### config.mk
export PLATFORM = sky130hd
export DESIGN_NAME = pvif_front
export DESIGN_NICKNAME = d
export VERILOG_FILES = /design/src/rtl/pvif_pkg.sv /design/src/rtl/pvif_front.sv
export SDC_FILE = /design/constraint.sdc
export NUM_CORES = 1
export LEC_CHECK = 0
export BUFFER_PORTS_ARGS = -buffer_cell sky130_fd_sc_hd__buf_2
export CORE_MARGIN = 1.5
export CORE_UTILIZATION = 58
export CTS_CLUSTER_DIAMETER = 60
export DETAILED_ROUTE_END_ITERATION = 7
export GPL_ROUTABILITY_DRIVEN = 1
export PLACE_DENSITY = 0.94
export REMOVE_ABC_BUFFERS = 1
export SKIP_LAST_GASP = 1
export SYNTH_ARGS = -nofsm -noshare
export SYNTH_HDL_FRONTEND = slang
export SYNTH_SLANG_ARGS = --single-unit
### constraint.sdc
create_clock -name i_clk -period 21.6 [get_ports i_clk]
set_input_delay 2.16 -clock i_clk [delete_from_list [all_inputs] [get_ports i_clk]]
set_output_delay 2.16 -clock i_clk [all_outputs]
set_load 0.005 [all_outputs]
### src/rtl/pvif_pkg.sv
// Shared types, register indexes and helpers for the PID core.
// No dependencies.
package pvif_pkg;

    localparam int DataW   = 32;
    localparam int GainW   = 31;
    localparam int CfgIdxW = 4;

    localparam logic [CfgIdxW-1:0] CFG_PROP_GAIN       = CfgIdxW'(0);
    localparam logic [CfgIdxW-1:0] CFG_INTEG_GAIN_STEP = CfgIdxW'(1);
    localparam logic [CfgIdxW-1:0] CFG_DERIV_GAIN_RATE = CfgIdxW'(2);
    localparam logic [CfgIdxW-1:0] CFG_FF_GAIN         = CfgIdxW'(3);
    localparam logic [CfgIdxW-1:0] CFG_INTEG_LIMIT     = CfgIdxW'(4);
    localparam logic [CfgIdxW-1:0] CFG_OUT_LIMIT       = CfgIdxW'(5);
    localparam logic [CfgIdxW-1:0] CFG_DEAD_BAND       = CfgIdxW'(6);
    localparam logic [CfgIdxW-1:0] CFG_DERIV_ON_MEAS   = CfgIdxW'(7);

    localparam logic MODE_STEP  = 1'b0;
    localparam logic MODE_CLEAR = 1'b1;

    localparam logic signed [63:0] S32Max = 64'sh0000_0000_7FFF_FFFF;
    localparam logic signed [63:0] S32Min = 64'shFFFF_FFFF_8000_0000;

    typedef struct packed {
        logic                    mode;
        logic signed [DataW-1:0] setpoint;
        logic signed [DataW-1:0] measured;
    } t_in_item;

    typedef struct packed {
        logic signed [DataW-1:0] drive;
        logic                    clamped;
    } t_result;

    typedef struct packed {
        logic [GainW-1:0] prop_gain;
        logic [GainW-1:0] integ_gain_step;
        logic [GainW-1:0] deriv_gain_rate;
        logic [GainW-1:0] ff_gain;
        logic [GainW-1:0] integ_limit;
        logic [GainW-1:0] out_limit;
        logic [GainW-1:0] dead_band;
        logic             deriv_on_measure;
    } t_cfg;

    // classified item handed from front to back
    typedef struct packed {
        logic                    clear;
        logic signed [DataW-1:0] sp;
        logic signed [DataW-1:0] meas;
        logic signed [DataW-1:0] err;
        logic [DataW-1:0]        aerr;
    } t_job;

    function automatic logic signed [DataW-1:0] sat32(input logic signed [63:0] x);
        logic signed [DataW-1:0] y;
        if (x > S32Max) begin
            y = S32Max[DataW-1:0];
        end else if (x < S32Min) begin
            y = S32Min[DataW-1:0];
        end else begin
            y = x[DataW-1:0];
        end
        return y;
    endfunction

endpackage

### src/rtl/pvif_front.sv
// Front end: input register, error forming and dead-band classification.
// Depends on pvif_pkg.
module pvif_front
    import pvif_pkg::*;
(
    input  logic             i_clk,
    input  logic             i_rst_n,
    input  logic             i_valid,
    input  t_in_item         i_item,
    output logic             o_stall,
    input  logic [GainW-1:0] i_dead_band,
    output logic             o_push,
    output t_job             o_job,
    input  logic             i_full
);

    logic                    r_valid;
    t_in_item                r_item;
    logic signed [DataW:0]   diff;
    logic signed [DataW-1:0] err_sat;
    logic [DataW-1:0]        aerr;
    logic                    in_band;

    assign o_stall = r_valid && i_full;
    assign o_push  = r_valid && !i_full;

    always_ff @(posedge i_clk) begin
        if (!i_rst_n) begin
            r_valid <= 1'b0;
        end else if (!o_stall) begin
            r_valid <= i_valid;
        end
    end

    always_ff @(posedge i_clk) begin
        if (i_valid && !o_stall) begin
            r_item <= i_item;
        end
    end

    always_comb begin
        diff    = {r_item.setpoint[DataW-1], r_item.setpoint}
                - {r_item.measured[DataW-1], r_item.measured};
        err_sat = sat32(64'(diff));
        aerr    = err_sat[DataW-1] ? (~err_sat + DataW'(1)) : err_sat;
        in_band = aerr < {1'b0, i_dead_band};

        o_job.clear = (r_item.mode == MODE_CLEAR);
        o_job.meas  = r_item.measured;
        o_job.sp    = in_band ? r_item.measured : r_item.setpoint;
        o_job.err   = in_band ? '0 : err_sat;
        o_job.aerr  = in_band ? '0 : aerr;
    end

endmodule

# Word level (Yosys, flattened, before mapping)
# Cells that the tools add are included.
[totals]
ff_bits = 66
latch_bits = 0
ram_bits = 0
mem_bits_ro = 0
in_bits = 100
out_inout_bits = 131
wordCells = 21
n_memories = 0
[classes]
addsub = 2
n_mul = 0
div_mod_pow = 0
order_cmp = 3
n_eq_ne = 0
shifts = 0
muxes = 6
n_bitwise = 1
n_reduce_logical = 5
[op_table]
columns = ["cell", "count"]
rows = [
  ["$mux 32", 6],
  ["$gt 33x32->1 const B", 1],
  ["$lt 33x32->1 const B", 1],
  ["$sub 32x32->33", 1],
  ["$add 32x2->32 const B", 1],
  ["$lt 32x31->1", 1],
  ["$not 32->32", 1],
  ["$logic_and 1x1->1", 3],
  ["$logic_not 1->1", 2],
]

# Logic depth before layout (Yosys ltp)
[logic_depth]
word_depth = 9
ltp_mapped = 38
mapped_depth_nobuf = 32

# Least setup slack after synthesis
# Ideal clock, no wire load.
[synth_path]
kind = "register -> output"
from = "register r_item (netlist bit o_job[64])"
to = "output o_job[32] in the netlist's numbering"
arrival_ns = 6.791
required_time_ns = 19.440
setup_slack_ns = 12.649
stages_incl_launch_ff = 37
n_path_buf = 6
cell_sequence = "edfxtp_1 > ha_1 > fa_1 > nand2b_1 > a21o_1 > a21boi_4 > a211oi_2 > o211a_4 > o31a_2 > nor3_4 > or2_2 > clkbuf_1 > o21a_1 > ha_1 > clkbuf_1 > nand2_1 > a21oi_1 > a21oi_1 > o22ai_1 > and2_1 > a211oi_1 > ha_1 > a21o_1 > a21o_1 > a21oi_1 > nor2b_1 > o21ai_0 > nand2b_1 > a2111oi_0 > nor2_1 > nor3_2 > o31a_1 > buf_6 > buf_6 > buf_2 > nor2_1 > buf_4"
[synth_lines]
columns = ["element", "line", "text"]
rows = [
  ["start, declared", "pvif_front.sv:18", "t_in_item r_item;"],
  ["start signal, assigned", "pvif_front.sv:37", "r_item <= i_item;"],
  ["end, declared", "pvif_front.sv:13", "output t_job o_job,"],
]

==> out/summary.txt <==
Port Buffers: 230
cell row count: 42
RSZ-0062 raised after global routing: false
initial antenna violation count: 0
total congestion overflow: 0
Syn. warnings: 0
Period minus WS final: 11.95 ns
I/O Pins: 231
Synth Flop Type: edfxtp_1
Post-CTS Setup Inserts: 0
Max H-tree Level: 3
vias in the first global route: 7753
Slew headroom: 0.237
crit start category: register
number of remaining DRC errors: 0
fin crit share: 0.553
CP max FO: 54
Final Max Tran Viols: 0
dpl hpwl: 18500 µm
CTS resizes: 0
Mapped Avg Cell Area: 8.36 µm²
slowest stage delay, CP: 0.77 ns
Worst Hold Class: reg2reg
top cells by area in the synthesized netlist: edfxtp_1 24%, ha_1 9.7%, a21oi_1 6.2%
Setup Skew: 0.00478 ns
drt first pass iters: 6
Worst setup EP type: output pin
Pleak: 0.00439 µW
post-synth top area share: 0.241
Placeable Area: 13500 µm²
largest net degree at the start of global routing: 66
Vias/cell: 6.34
total track usage: 0.331
Clk Latency, worst-skew pair: 0.34 ns
CP Data Required Time: 19.44 ns
n_diodes: 0
Core Util, Final: 0.696
FF+latch count, synth: 66
Root Driver: clkbuf_16
DRT Wirelength: 24900 µm
status: complete, no violations
Initial Util: 0.602
Post-Layout Cell Count: 1311
Syn Inst Count: 968
CTS buffer count: 9
minimum hold slack: 0.663 ns
mapped cell area: 8100 µm²
fmax: 0.0837 GHz
die footprint: 14700 µm²
Final Setup Violations: 0
via count: 8316
count of cell types in the netlist: 84
Post-synth EDFFs: 65
worst vdd ir: 0.0673 mV
gp weighted congestion: 1.00
CTS Buffer Depth: 2
crit path kind: reg2out
register area share after synthesis: 0.244
leading area contributor after synthesis: edfxtp_1
CTS tree: yes
drt initial violations: 777
Final Net Count: 1294
PwrDens: 91.2 nW/µm²
Crit path max-delay family: compound AO/OA/AOI/OAI gates
Worst Path Buf+Inv: 2
cts hold-fix bufs: 0
crit path DAT: 9.79 ns
Post-synth ARST share: 0
Worst Tran Pin Value: 1.14 ns
DR WL/cell: 19.0 µm
Worst path slowest cell: buf_4
die width: 121 µm
CTS Sinks: 66
final hold vios: 0
max-cap violations: 0
Final ANT Viol Nets: 0
global-route wire length before repair: 38600 µm
layout cells sized above 1: 0.288
dpl cells: 1295
setup TNS: 0 ns
Die H: 121 µm
clock slew at reported path FFs: 0.06 ns
Area Growth Syn to Fin: 15.6%
==> worst paths after layout <==
check	slack, ns	depth (start not counted)	start	endpoint
hold reg to reg	0.66	2	r_valid$_SDFFE_PN0N_	r_valid$_SDFFE_PN0N_
setup reg to reg	19.96	3	r_valid$_SDFFE_PN0N_	r_item[56]$_DFFE_PP_
setup / recovery	9.65	29	o_job[64]$_DFFE_PP_	o_job[98]
hold / removal	0.66	2	r_valid$_SDFFE_PN0N_	r_valid$_SDFFE_PN0N_
==> worst min-delay path, stage by stage (launching register included) <==
cell and delay [ns]:
dfxtp_1 0.31, and2_1 0.20, o21a_1 0.13
==> state kept, by name, indices dropped and copies added, names as in the netlist <==
register,count
r_valid,1
o_job,33
r_item,32
==> cells in the mapped netlist, types with 4 or more instances <==
| master | n |
|---|---|
| o211ai_1 | 14 |
| ha_1 | 63 |
| o2111ai_1 | 4 |
| a21oi_1 | 100 |
| o22ai_1 | 8 |
| and3_1 | 10 |
| nor2b_1 | 24 |
| and2_1 | 11 |
| buf_4 | 35 |
| nor2_1 | 65 |
| nor4_1 | 4 |
| edfxtp_1 | 65 |
| a21boi_0 | 6 |
| a2bb2oi_1 | 5 |
| xnor2_1 | 31 |
| nand3_1 | 17 |
| inv_1 | 80 |
| a21o_1 | 26 |
| o21ai_0 | 53 |
| nand2_1 | 56 |
| mux2_2 | 5 |
| clkbuf_1 | 35 |
| xor2_1 | 17 |
| o31ai_1 | 7 |
| a31oi_1 | 12 |
| o21a_1 | 8 |
| or3_1 | 7 |
| a211oi_1 | 16 |
| nand4_1 | 14 |
| or2_2 | 5 |
| nor3_1 | 24 |
| buf_2 | 10 |
| nand2b_1 | 8 |
| mux2_4 | 27 |
| a311oi_1 | 6 |
| o31a_1 | 4 |
| buf_6 | 8 |
==> metrics by stage <==
| stage | worst slack, ns | total power (µW) | instance area (µm²) |
|---|---|---|---|
| after CTS | 9.83 | 844 | 9360 |
| final | 9.65 | 853 | 9360 |
| after global routing | 9.01 | 904 | 9360 |
| after global placement | 10.47 | 663 | 9020 |
| after detailed placement | 10.22 | 673 | 9020 |
| after floorplan | 9.50 | 506 | 7560 |
==> power breakdown <==
part	switching (µW)	internal, µW	total (µW)	leakage (µW)
sequential	5.17	150	155	0.000637
clock	56.0	113	169	0.000167
combinational	306	224	529	0.00358
total	367	486	853	0.00439
==> final cells by class <==
class,instances,area (µm²)
inverter,80,300
timing repair buffer,239,1220
tap,176,220
fill,1080,4090
multi-input combinational,734,5310
sequential,66,1970
clock buffer,9,225
clock inverter,7,116
==> metal layers <==
metal | share of wire | GRT usage | wire, µm | up-vias
met1 | 0.41 | 0.434 | 10100 | 3806
met5 | 0 | 0 | 0 | -
met3 | 0.10 | 0.0597 | 2550 | 91
met2 | 0.46 | 0.542 | 11400 | 558
li1 | - | - | - | 3861
met4 | 0.034 | 0.130 | 846 | 0
==> cells in the final DEF (no fill, tap or decap), drive strengths merged, types with 14 or more instances in the layout <==
cell    count
a211oi     18
a21o       27
a21oi     103
buf       239
edfxtp     65
ha         63
inv        81
mux2       32
nand2      58
nand3      17
nand4      14
nor2       65
nor2b      24
nor3       27
o211ai     16
o21ai      55
xnor2      31
xor2       17
==> cell families (layout without fill, tap and decap cells) <==
family | after synthesis | count (layout) | synth area share
adders and majority gates | 65 | 65 | 0.101
DFF | 66 | 66 | 0.244
xor gates and xnor gates | 48 | 48 | 0.0519
muxes | 35 | 35 | 0.0607
and+or+nand+nor | 263 | 263 | 0.168
buffers and inverters | 168 | 335 | 0.103
AOI/OAI and AO/OA | 323 | 323 | 0.271
(Power assumes the default switching activity.)
