**src/rtl/pvif_pkg.sv**
```systemverilog
// Shared types, register indexes and helpers for the PID core.
// No dependencies.
package pvif_pkg;

    localparam int DataW   = 32;
    localparam int GainW   = 31;
    localparam int CfgIdxW = 4;

    localparam logic [CfgIdxW-1:0] CFG_PROP_GAIN       = CfgIdxW'(0);
    localparam logic [CfgIdxW-1:0] CFG_INTEG_GAIN_STEP = CfgIdxW'(1);
    localparam logic [CfgIdxW-1:0] CFG_DERIV_GAIN_RATE = CfgIdxW'(2);
    localparam logic [CfgIdxW-1:0] CFG_FF_GAIN         = CfgIdxW'(3);
    localparam logic [CfgIdxW-1:0] CFG_INTEG_LIMIT     = CfgIdxW'(4);
    localparam logic [CfgIdxW-1:0] CFG_OUT_LIMIT       = CfgIdxW'(5);
    localparam logic [CfgIdxW-1:0] CFG_DEAD_BAND       = CfgIdxW'(6);
    localparam logic [CfgIdxW-1:0] CFG_DERIV_ON_MEAS   = CfgIdxW'(7);

    localparam logic MODE_STEP  = 1'b0;
    localparam logic MODE_CLEAR = 1'b1;

    localparam logic signed [63:0] S32Max = 64'sh0000_0000_7FFF_FFFF;
    localparam logic signed [63:0] S32Min = 64'shFFFF_FFFF_8000_0000;

    typedef struct packed {
        logic                    mode;
        logic signed [DataW-1:0] setpoint;
        logic signed [DataW-1:0] measured;
    } t_in_item;

    typedef struct packed {
        logic signed [DataW-1:0] drive;
        logic                    clamped;
    } t_result;

    typedef struct packed {
        logic [GainW-1:0] prop_gain;
        logic [GainW-1:0] integ_gain_step;
        logic [GainW-1:0] deriv_gain_rate;
        logic [GainW-1:0] ff_gain;
        logic [GainW-1:0] integ_limit;
        logic [GainW-1:0] out_limit;
        logic [GainW-1:0] dead_band;
        logic             deriv_on_measure;
    } t_cfg;

    // classified item handed from front to back
    typedef struct packed {
        logic                    clear;
        logic signed [DataW-1:0] sp;
        logic signed [DataW-1:0] meas;
        logic signed [DataW-1:0] err;
        logic [DataW-1:0]        aerr;
    } t_job;

    function automatic logic signed [DataW-1:0] sat32(input logic signed [63:0] x);
        logic signed [DataW-1:0] y;
        if (x > S32Max) begin
            y = S32Max[DataW-1:0];
        end else if (x < S32Min) begin
            y = S32Min[DataW-1:0];
        end else begin
            y = x[DataW-1:0];
        end
        return y;
    endfunction

endpackage

```
**src/rtl/pvif_queue.sv**
```systemverilog
// Two-entry item queue between front and back.
// Depends on pvif_pkg.
module pvif_queue
    import pvif_pkg::*;
(
    input  logic i_clk,
    input  logic i_rst_n,
    input  logic i_push,
    input  t_job i_job,
    output logic o_full,
    input  logic i_pop,
    output logic o_empty,
    output t_job o_job
);

    localparam int Depth = 2;
    localparam int PtrW  = $clog2(Depth);
    localparam int CntW  = $clog2(Depth + 1);

    t_job            r_mem [Depth];
    logic [PtrW-1:0] r_wp;
    logic [PtrW-1:0] r_rp;
    logic [CntW-1:0] r_cnt;

    assign o_full  = (r_cnt == CntW'(Depth));
    assign o_empty = (r_cnt == '0);
    assign o_job   = r_mem[r_rp];

    always_ff @(posedge i_clk) begin
        if (!i_rst_n) begin
            r_wp  <= '0;
            r_rp  <= '0;
            r_cnt <= '0;
        end else begin
            if (i_push) begin
                r_wp <= (r_wp == PtrW'(Depth - 1)) ? '0 : r_wp + PtrW'(1);
            end
            if (i_pop) begin
                r_rp <= (r_rp == PtrW'(Depth - 1)) ? '0 : r_rp + PtrW'(1);
            end
            if (i_push && !i_pop) begin
                r_cnt <= r_cnt + CntW'(1);
            end else if (!i_push && i_pop) begin
                r_cnt <= r_cnt - CntW'(1);
            end
        end
    end

    always_ff @(posedge i_clk) begin
        if (i_push) begin
            r_mem[r_wp] <= i_job;
        end
    end

endmodule

```
**config.mk**
```make
export PLATFORM = sky130hd
export DESIGN_NAME = pvif_queue
export DESIGN_NICKNAME = d
export VERILOG_FILES = /design/src/rtl/pvif_pkg.sv /design/src/rtl/pvif_queue.sv
export SDC_FILE = /design/constraint.sdc
export NUM_CORES = 1
export LEC_CHECK = 0
export BUFFER_PORTS_ARGS = -buffer_cell sky130_fd_sc_hd__buf_2
export CAP_MARGIN = 20
export CORE_AREA = 8 8 152 154
export CTS_CLUSTER_SIZE = 14
export DETAILED_ROUTE_END_ITERATION = 8
export DIE_AREA = 0 0 160 162
export PLACE_DENSITY = 0.85
export SYNTH_ARGS = -nofsm -noshare
export SYNTH_HDL_FRONTEND = slang
export SYNTH_SLANG_ARGS = --single-unit
```
**constraint.sdc**
```tcl
create_clock -name i_clk -period 8.25 [get_ports i_clk]
set_clock_uncertainty 0.15 [all_clocks]
set_input_delay 2.475 -clock i_clk [delete_from_list [all_inputs] [get_ports i_clk]]
set_output_delay 2.475 -clock i_clk [all_outputs]
set_load 0.03 [all_outputs]
```
After elaboration in Yosys (flattened, before gate mapping)

Memory sizes are Yosys's and may differ from the RTL's. A register that Yosys moved wholly into a read port is not among the register bits.
Index checks and enable logic that the tools add are counted.
Widths: inputs -> output; s select.

$add $sub $neg: 4
Multiply operators: 0
Div/mod/pow operators: 0
$lt $le $gt $ge: 0
Eq/ne operators: 1
Shifts and indexed selects: 0
Mux-type cells: 8
Bitwise logic cells: 0
Reduce and logical (&&, ||, !) cells: 6

Operators by type and width:

| cell                | count |
|---|---|
| $mux 1              | 6 |
| $mux 2              | 2 |
| $add 1x1->1 const B | 2 |
| $add 2x1->2 const B | 1 |
| $eq 2x2->1 const B  | 1 |
| $logic_and 1x1->1   | 2 |
| $logic_not 1->1     | 2 |
| $logic_not 2->1     | 1 |
| $reduce_bool 2->1   | 1 |
| $sub 2x1->2 const B | 1 |

Bits in registers: 4
Bits in latches: 0
Memory bits (writable): 258
Bits in read-only memories: 0
Bits of input ports: 133
Output and inout port bits: 131
Memories: 1

Memories:

| memory | depth | width | rd ports | clocked after memory_dff | write ports | RTL line         | RTL |
|---|---|---|---|---|---|---|---|
| r_mem  | 2     | 129   | 1        | 1                        | 1           | pvif_queue.sv:20 | `t_job r_mem [Depth];` |

Logic depth before layout (Yosys ltp)

Depth in word-level cells: 4
Depth in mapped cells: 5

Worst setup path before layout

OpenSTA, ideal clock, no wires.

Kind: input-to-reg
From: input i_push
To: memory r_mem[0][0] (netlist name) (enable)
Library setup time: 634 ps
Data arrival time: 8,097 ps
Setup slack: -631 ps
Stages on the path: 1
Cell sequence: nor2b_1

Longest elaborated chain between the ends: 2

RTL lines:

| what                         | RTL line         | RTL |
|---|---|---|
| start: declaration           | pvif_queue.sv:8  | `input logic i_push,` |
| $mux 1                       | pvif_queue.sv:50 | `if (i_push) begin` |
| $mux 1 (implied by the code) | pvif_queue.sv:51 | `r_mem[r_wp] <= i_job;` |
| end: declaration             | pvif_queue.sv:20 |  |

No other way between the ends.

==> flow_summary.json <==
{
  "status": "finished, final reports clean",
  "clkSlewWorstSetupHoldPaths_ns": 0.06,
  "cts-htree-levels": 1,
  "placementRows": 53,
  "min_period_over_period_pct": 67.0,
  "timing_hold_violations_final": 0,
  "pwr_density_nw_per_um2": 253,
  "grt_max_degree": 77,
  "avgViaCountPerCell": 4.89,
  "critPathMaxStageDelay_ns": 0.87,
  "maxSlewViolCount": 0,
  "timing.critical_path.cells": "buf_4 -> mux2_2 -> buf_2",
  "synthesized_nets": 557,
  "yosys.cell_count.top_type": "sky130_fd_sc_hd__edfxtp_1",
  "post-synth-top-area-cell": "sky130_fd_sc_hd__edfxtp_1",
  "arrival_ns": 2.91,
  "first_iter_violations": 270,
  "postSynthRegisterBits": 263,
  "post_route_cells_drive_above_1_share_pct": 60.2,
  "synth.lib_cells_used.distinct": 17,
  "synth.yosys.seq_area_share_pct": 82.0,
  "cp-start-kind": "flip-flop",
  "cts_buffer_depth": 3,
  "worst_ir_drop_vdd_mv": 0.167,
  "maxCapViolations": 0,
  "critical_path.max_fanout": 71,
  "synth_flop_cell": "sky130_fd_sc_hd__edfxtp_1",
  "time_the_worst_path_needs_with_i_o_delays_and_setup_ns": 5.53,
  "post-route-cell-area_um2": 11900,
  "detailedPlacementHpwl_um": 13200,
  "route.vias.total": 4869,
  "final_nets": 839,
  "drt_wl_total_um": 19500,
  "worstRegToRegCells": 2,
  "r2r-start": "r_wp",
  "syn-instance-count": 423,
  "clk_latency_ns": 0.50,
  "synth_edf_count": 258,
  "track_usage_pct": 14.3,
  "hold_path.class": "reg2reg",
  "asyncSetResetFlopFracSynth_pct": 0,
  "placement.cell_area_um2": 11100,
  "setup.worst_path.class": "reg2out",
  "grt_pass1_wl_um": 29500,
  "finalPower_mw": 3.01,
  "holdPathStages": 2,
  "grt_setup_unrepaired": "no",
  "yosysWarningCount": 0,
  "antenna_found_initial": 1,
  "core_region_area_um2": 20700,
  "cts_sinks": 263,
  "fmax_ghz": 0.181,
  "die_x_um": 160,
  "cts_tree": "done",
  "cts_resized": 0,
  "cts_hold_repair.buffers": 0,
  "synth_area_per_cell_um2": 22.6,
  "number_of_buffers_inserted_during_clock_tree_synthesis": 26,
  "netlist_area_um2": 9570,
  "cts_setup_buffers": 0,
  "ios": 264,
  "cts-root-buf": "sky130_fd_sc_hd__clkbuf_16",
  "detail-route-antenna-nets": 0,
  "grt-ovfl-total": 0,
  "r2r_path_end": "r_mem[1][123]",
  "final_core_util_pct": 57.4,
  "fin_setup_tns_ns": 0,
  "avgRoutedWirePerCell_um": 19.6,
  "rrSetupSlack_ns": 5.63,
  "end_kind": "output port",
  "place_ws_ns": 3.22,
  "initial_utilization_pct": 46.3,
  "setup_viol": 0,
  "total_leakage_power_nw": 4.44,
  "dieArea_um2": 25900,
  "worst_path_max_delay_cell": "sky130_fd_sc_hd__dfxtp_4",
  "synth_commonest_cells": "258 x sky130_fd_sc_hd__edfxtp_1, 129 x sky130_fd_sc_hd__mux2_2, 13 x sky130_fd_sc_hd__buf_6",
  "drc": 0,
  "diodes": 0,
  "floorplan.die.height_um": 162,
  "maxSlewHeadroom_pct": 28.7,
  "whs_endpoint": "r_cnt[1]",
  "first_global_vias": 5390,
  "required_arrival_time_at_the_worst_endpoint_ns": 5.62,
  "gp_routability_congestion": 0.707,
  "max_slew.worst_pin.slew_ns": 1.07,
  "netlist_top_cells_area": "sky130_fd_sc_hd__edfxtp_1 81%, sky130_fd_sc_hd__mux2_2 15%, sky130_fd_sc_hd__buf_6 1.5%, sky130_fd_sc_hd__dfxtp_1 1.0%, sky130_fd_sc_hd__and2_1 0.26%",
  "io_buffer_count": 263,
  "finalWorstSetupSlack_ns": 2.72,
  "area_growth_pct": 24.1,
  "synth_top_area_share_pct": 81.0,
  "hold_start": "r_cnt[1]",
  "detailedRoute.firstPassIterationCount": 6,
  "filler_cell_count": 1582
}
==> cell type report <==
| cell class | count | area [µm²] | share of cell area [%] |
|---|---|---|---|
| Sequential cell | 263 | 7850 | 66.1 |
| Multi-Input combinational cell | 145 | 1580 | 13.3 |
| Timing Repair Buffer | 268 | 1350 | 11.4 |
| Clock buffer | 34 | 702 | 5.91 |
| Tap cell | 275 | 344 | 2.90 |
| Clock inverter | 10 | 48.8 | 0.411 |
| Inverter | 1 | 3.75 | 0.0316 |
==> sequential cells by signal (all words and copies together), names as in the netlist, named ones only <==
register	flops
r_rp	1
r_mem	258
r_cnt	2
r_wp	1
==> through the flow <==
| stage | hold WS [ns] | instances |
|---|---|---|
| floorplan | 0.316 | 423 |
| global route | 0.393 | 996 |
| finish | 0.379 | 996 |
| CTS | 0.370 | 996 |
| detailed placement | 0.363 | 952 |
| global placement | 0.336 | 952 |
==> logic make-up (layout without fill, tap and decap cells) <==
family,Yosys count,after routing,synth area share (%)
buffers and inverters,15,313,1.62
multiplexers,129,129,15.2
AO/OA/AOI/OAI,3,3,0.209
AND/OR/NAND/NOR,9,9,0.588
XOR/XNOR,3,3,0.275
adder cells (fa/ha/maj),1,1,0.131
flip-flops,263,263,82.0
==> cell usage in the layout (no fill, tap or decap) <==
| cell type | netlist | routed |
|---|---|---|
| sky130_fd_sc_hd__buf_2 | 1 | 263 |
| sky130_fd_sc_hd__edfxtp_1 | 258 | 258 |
| sky130_fd_sc_hd__mux2_2 | 129 | 129 |
| sky130_fd_sc_hd__clkbuf_16 | 0 | 27 |
| sky130_fd_sc_hd__clkbuf_1 | 0 | 7 |
| sky130_fd_sc_hd__clkinv_2 | 0 | 5 |
| sky130_fd_sc_hd__buf_4 | 0 | 5 |
| sky130_fd_sc_hd__clkinv_1 | 0 | 4 |
| sky130_fd_sc_hd__dfxtp_1 | 5 | 4 |
| sky130_fd_sc_hd__and2_1 | 4 | 3 |
| sky130_fd_sc_hd__xor2_1 | 2 | 2 |
| sky130_fd_sc_hd__nor2_1 | 1 | 1 |
| sky130_fd_sc_hd__inv_1 | 1 | 1 |
| sky130_fd_sc_hd__and2b_2 | 1 | 1 |
| sky130_fd_sc_hd__and2_4 | 0 | 1 |
| sky130_fd_sc_hd__nor2b_4 | 0 | 1 |
| sky130_fd_sc_hd__xnor2_1 | 1 | 1 |
| sky130_fd_sc_hd__nor2b_1 | 2 | 1 |
| sky130_fd_sc_hd__o21a_1 | 1 | 1 |
| sky130_fd_sc_hd__o21ai_0 | 1 | 1 |
| sky130_fd_sc_hd__or3_1 | 1 | 1 |
| sky130_fd_sc_hd__a21boi_1 | 1 | 1 |
| sky130_fd_sc_hd__ha_1 | 1 | 1 |
| sky130_fd_sc_hd__dfxtp_4 | 0 | 1 |
| sky130_fd_sc_hd__clkinv_4 | 0 | 1 |
==> power breakdown <==
group	internal [mW]	total, mW	switching (mW)
Clock	0.594	1.04	0.451
Sequential	1.55	1.57	0.0275
Combinational	0.138	0.388	0.249
==> critical path, delay by kind of cell (launching register included) <==
kind	cells	cell delay [ns]
flops	1	0.87
mux	1	0.43
buf+inv	2	1.00
==> metal layers <==
metal	vias to the layer above	wire length, µm	GRT usage [%]
li1	2245	-	-
met1	2421	7420	16.1
met2	179	10300	25.8
met3	22	1590	4.66
met4	2	245	3.27
met5	-	13	0
==> worst max path at each step <==
| stage | start | end | slack, ns | cells after the start |
|---|---|---|---|---|
| finish | flip-flop | o_job[64] | 2.72 | 3 |
| floorplan | i_push | r_mem[0][0] | 1.81 | 1 |
| global placement | flip-flop | o_job[64] | 3.22 | 3 |
| global route | flip-flop | o_job[58] | 2.53 | 3 |
| detailed placement | flip-flop | o_job[64] | 3.22 | 3 |
| CTS | flip-flop | o_job[64] | 2.67 | 3 |
(Power assumes the default switching activity.)
